### config.mk
export PLATFORM = sky130hd
export DESIGN_NAME = kmtt_ram
export DESIGN_NICKNAME = d
export VERILOG_FILES = /design/src/hdl/keyed_max_tracking_table_top_defines.svh /design/src/hdl/kmtt_ram.sv
export SDC_FILE = /design/constraint.sdc
export NUM_CORES = 1
export LEC_CHECK = 0
export BUFFER_PORTS_ARGS = -buffer_cell sky130_fd_sc_hd__buf_2
export CAP_MARGIN = 20
export CORE_UTILIZATION = 45
export DETAILED_ROUTE_END_ITERATION = 8
export PLACE_DENSITY_LB_ADDON = 0.05
export SYNTH_ARGS = -nofsm -noshare
export SYNTH_HDL_FRONTEND = slang
export SYNTH_SLANG_ARGS = --single-unit
### constraint.sdc
create_clock -name clk -period 2.9 [get_ports clk]
set_input_delay 0.58 -clock clk [delete_from_list [all_inputs] [get_ports clk]]
set_output_delay 0.58 -clock clk [all_outputs]
set_load 0.02 [all_outputs]
### src/hdl/keyed_max_tracking_table_top_defines.svh
// Assertion macros for the RTL file that carries concurrent checks.
`ifndef KEYED_MAX_TRACKING_TABLE_TOP_DEFINES_SVH
`define KEYED_MAX_TRACKING_TABLE_TOP_DEFINES_SVH

// Same-cycle implication, checked outside reset.
`define KMTT_ASSERT_NOW(label, clk, rstn, ante, cons, msg) \
    label: assert property (@(posedge clk) disable iff (!(rstn)) (ante) |-> (cons)) \
        else $error(msg);

// Next-cycle implication, checked outside reset.
`define KMTT_ASSERT_NEXT(label, clk, rstn, ante, cons, msg) \
    label: assert property (@(posedge clk) disable iff (!(rstn)) (ante) |=> (cons)) \
        else $error(msg);

`endif

### src/hdl/kmtt_ram.sv
`default_nettype none

module kmtt_ram #(
    parameter int WIDTH = 8,
    parameter int DEPTH = 16
) (
    input  wire logic                     clk,
    input  wire logic                     wr_en,
    input  wire logic [$clog2(DEPTH)-1:0] wr_addr,
    input  wire logic [WIDTH-1:0]         wr_data,
    input  wire logic                     rd_en,
    input  wire logic [$clog2(DEPTH)-1:0] rd_addr,
    output logic      [WIDTH-1:0]         rd_data
);

    logic [WIDTH-1:0] mem [DEPTH];

    // One write port and one registered read port.
    always_ff @(posedge clk) begin
        if (wr_en) begin
            mem[wr_addr] <= wr_data;
        end
        if (rd_en) begin
            rd_data <= mem[rd_addr];
        end
    end

endmodule

`default_nettype wire

==> metrics <==
post-synthesis cell type count=18; clock slew at reported path FFs=0.05 ns; RSZ-0062 raised after global routing=no; final instance area=6120 µm²; worst-margin pin slew=0.820 ns; Core Box Area=11100 µm²; Skew-Pair Late Insertion Delay=0.40 ns; Hold Path Depth=1; DP Cell Count=404; crit-path max FO=19; Peak VDD IR=0.000321 V; cells after synthesis=229; Fill cells=833; Buffers on Ports=26; Max Freq=548 MHz; Syn Std Cell Area=5230 µm²; initial antenna violation count=0; Clock Skew=0.00384 ns; Post-CTS Setup Repair Bufs=0; share of cells above drive strength 1=0.304; minimum clock period=1.82 ns; placed cell area=5600 µm²; Resized Gates After CTS=0; CP Data Arrival Time=1.97 ns; io pins=27; register area=4080 µm²; total power=4.31 mW; status=finished, final reports clean; Clock Tree Buf Depth=2; Total GRT Usage=0.189; final setup violation count=0; DP Wirelength=6.41 mm; H-tree depth=4; number of global-route vias before repair=2527; global route total overflow=0; Pins Over Slew Limit=0; antenna diode count=0; Mapped Nets=248; Vert. Die Dim=110 µm; CTS tree=done; CTS Root Cell=clkbuf_16; final net count=302; drt total wl=10.1 mm; commonest non-fill, non-tap cell in the layout=edfxtp_1; worst r2r path cells=3; largest net degree at the start of global routing=33; Hold Crit Class=input port to flip-flop; global-route wire length before repair=15.1 mm; CTS buffer count=17; Leakage Power=2.07 nW; setup TNS=0 ns; Setup crit end kind=flip-flop; WL/cell=23.1 µm; period utilization=0.629; Initial Utilization=0.472; Worst EP required=3.05 ns; most frequent cells in the layout=edfxtp_1 (136), buf_2 (26), mux4_2 (18), buf_4 (18), clkbuf_16 (17); Hold Vio Cnt, Final=0; P&R area growth vs syn=17.1%; post-route ant nets=0; routability congestion estimate from global placement=0.689; drc violations=0; CP startpoint kind=input port; max cap viols=0; FF+latch count, synth=136; post-cts hold buffer count=0; CP Class=input port to flip-flop; row count=38; max_slew headroom=0.453; register area share after synthesis=0.781; mean post-synth cell area=22.8 µm²; non-filler cells, final=436; clock sinks=136; vias per cell=5.70; DR vias=2486; Die W=110 µm; drt first-iter violations=131; area taken by multi-input logic gates=1060 µm²; pwr/cell area=705 nW/µm²; Yosys Warn Count=0; DRT Pass-1 Iters=4; Die Footprint=12100 µm²
## final cells by class
class	count	share of cell area
Clock inverter	13	0.0143
Timing Repair Buffer	45	0.0466
Tap cell	140	0.0286
Sequential cell	136	0.667
Multi-Input combinational cell	83	0.173
Clock buffer	19	0.0707
## through the flow
stage / worst slack (ns) / hold slack [ns] / utilization
floorplan: 0.827 / 0.679 / -
global placement: 0.639 / 0.731 / 0.506
detailed placement: 0.600 / 0.749 / 0.506
CTS: 1.03 / 0.552 / 0.553
global route: 1.01 / 0.557 / 0.553
finish: 1.08 / 0.557 / 0.553
## worst max-delay path, stage by stage
cell and delay, ns:
buf_2 0.42, buf_4 0.27, mux4_1 0.28, a22oi_1 0.31, nand2_1 0.10
## state kept, by name, summed over array words and instances, names as in the netlist
name     flops
rd_data      8
mem        128
## path summary, 6_finish.rpt
| path | start | to | slack, ns |
|---|---|---|---|
| worst min register to register | mem[12][5] | rd_data[5] | 0.75 |
| worst max-delay path | rd_addr[1] | rd_data[5] | 1.08 |
| worst min-delay path | wr_data[5] | mem[8][5] | 0.56 |
| worst max register to register | mem[1][5] | rd_data[5] | 1.38 |
## Yosys cell counts
| cell | number | area (µm²) |
|---|---|---|
| mux4_1 | 14 | 368 |
| a22oi_1 | 16 | 120 |
| and2b_1 | 1 | 7.51 |
| nand3b_1 | 2 | 15.0 |
| nor2_1 | 13 | 48.8 |
| buf_4 | 1 | 7.51 |
| buf_6 | 3 | 33.8 |
| buf_2 | 3 | 15.0 |
| nor2b_1 | 1 | 6.26 |
| mux4_2 | 18 | 405 |
| edfxtp_1 | 136 | 4080 |
| nand2_1 | 9 | 33.8 |
| and2_1 | 1 | 6.26 |
| clkdlybuf4s25_2 | 3 | 30.0 |
| or3b_2 | 1 | 8.76 |
| nand3_1 | 1 | 5.00 |
| nor3_1 | 4 | 20.0 |
| nand2b_1 | 2 | 12.5 |
## metal layers
metal	vias to the layer above	track usage	share of wire
met1	1328	0.257	0.46
li1	1095	-	-
met2	48	0.298	0.51
met3	15	0.0391	0.023
met4	0	0.0829	0.015
met5	-	0	0
## power breakdown
group          internal (mW)  leakage, nW  switching (mW)
clock                   1.15        0.260           0.726
sequential              2.22         1.24          0.0117
combinational         0.0847        0.578           0.124
total                   3.45         2.07           0.862
## kinds of logic after synthesis
| family | after synthesis | synth area share |
|---|---|---|
| buffers and inverters | 10 | 0.0165 |
| AOI/OAI and AO/OA | 16 | 0.0230 |
| and+or+nand+nor | 35 | 0.0314 |
| DFF | 136 | 0.781 |
| muxes | 32 | 0.148 |
(Power assumes the default switching activity.)
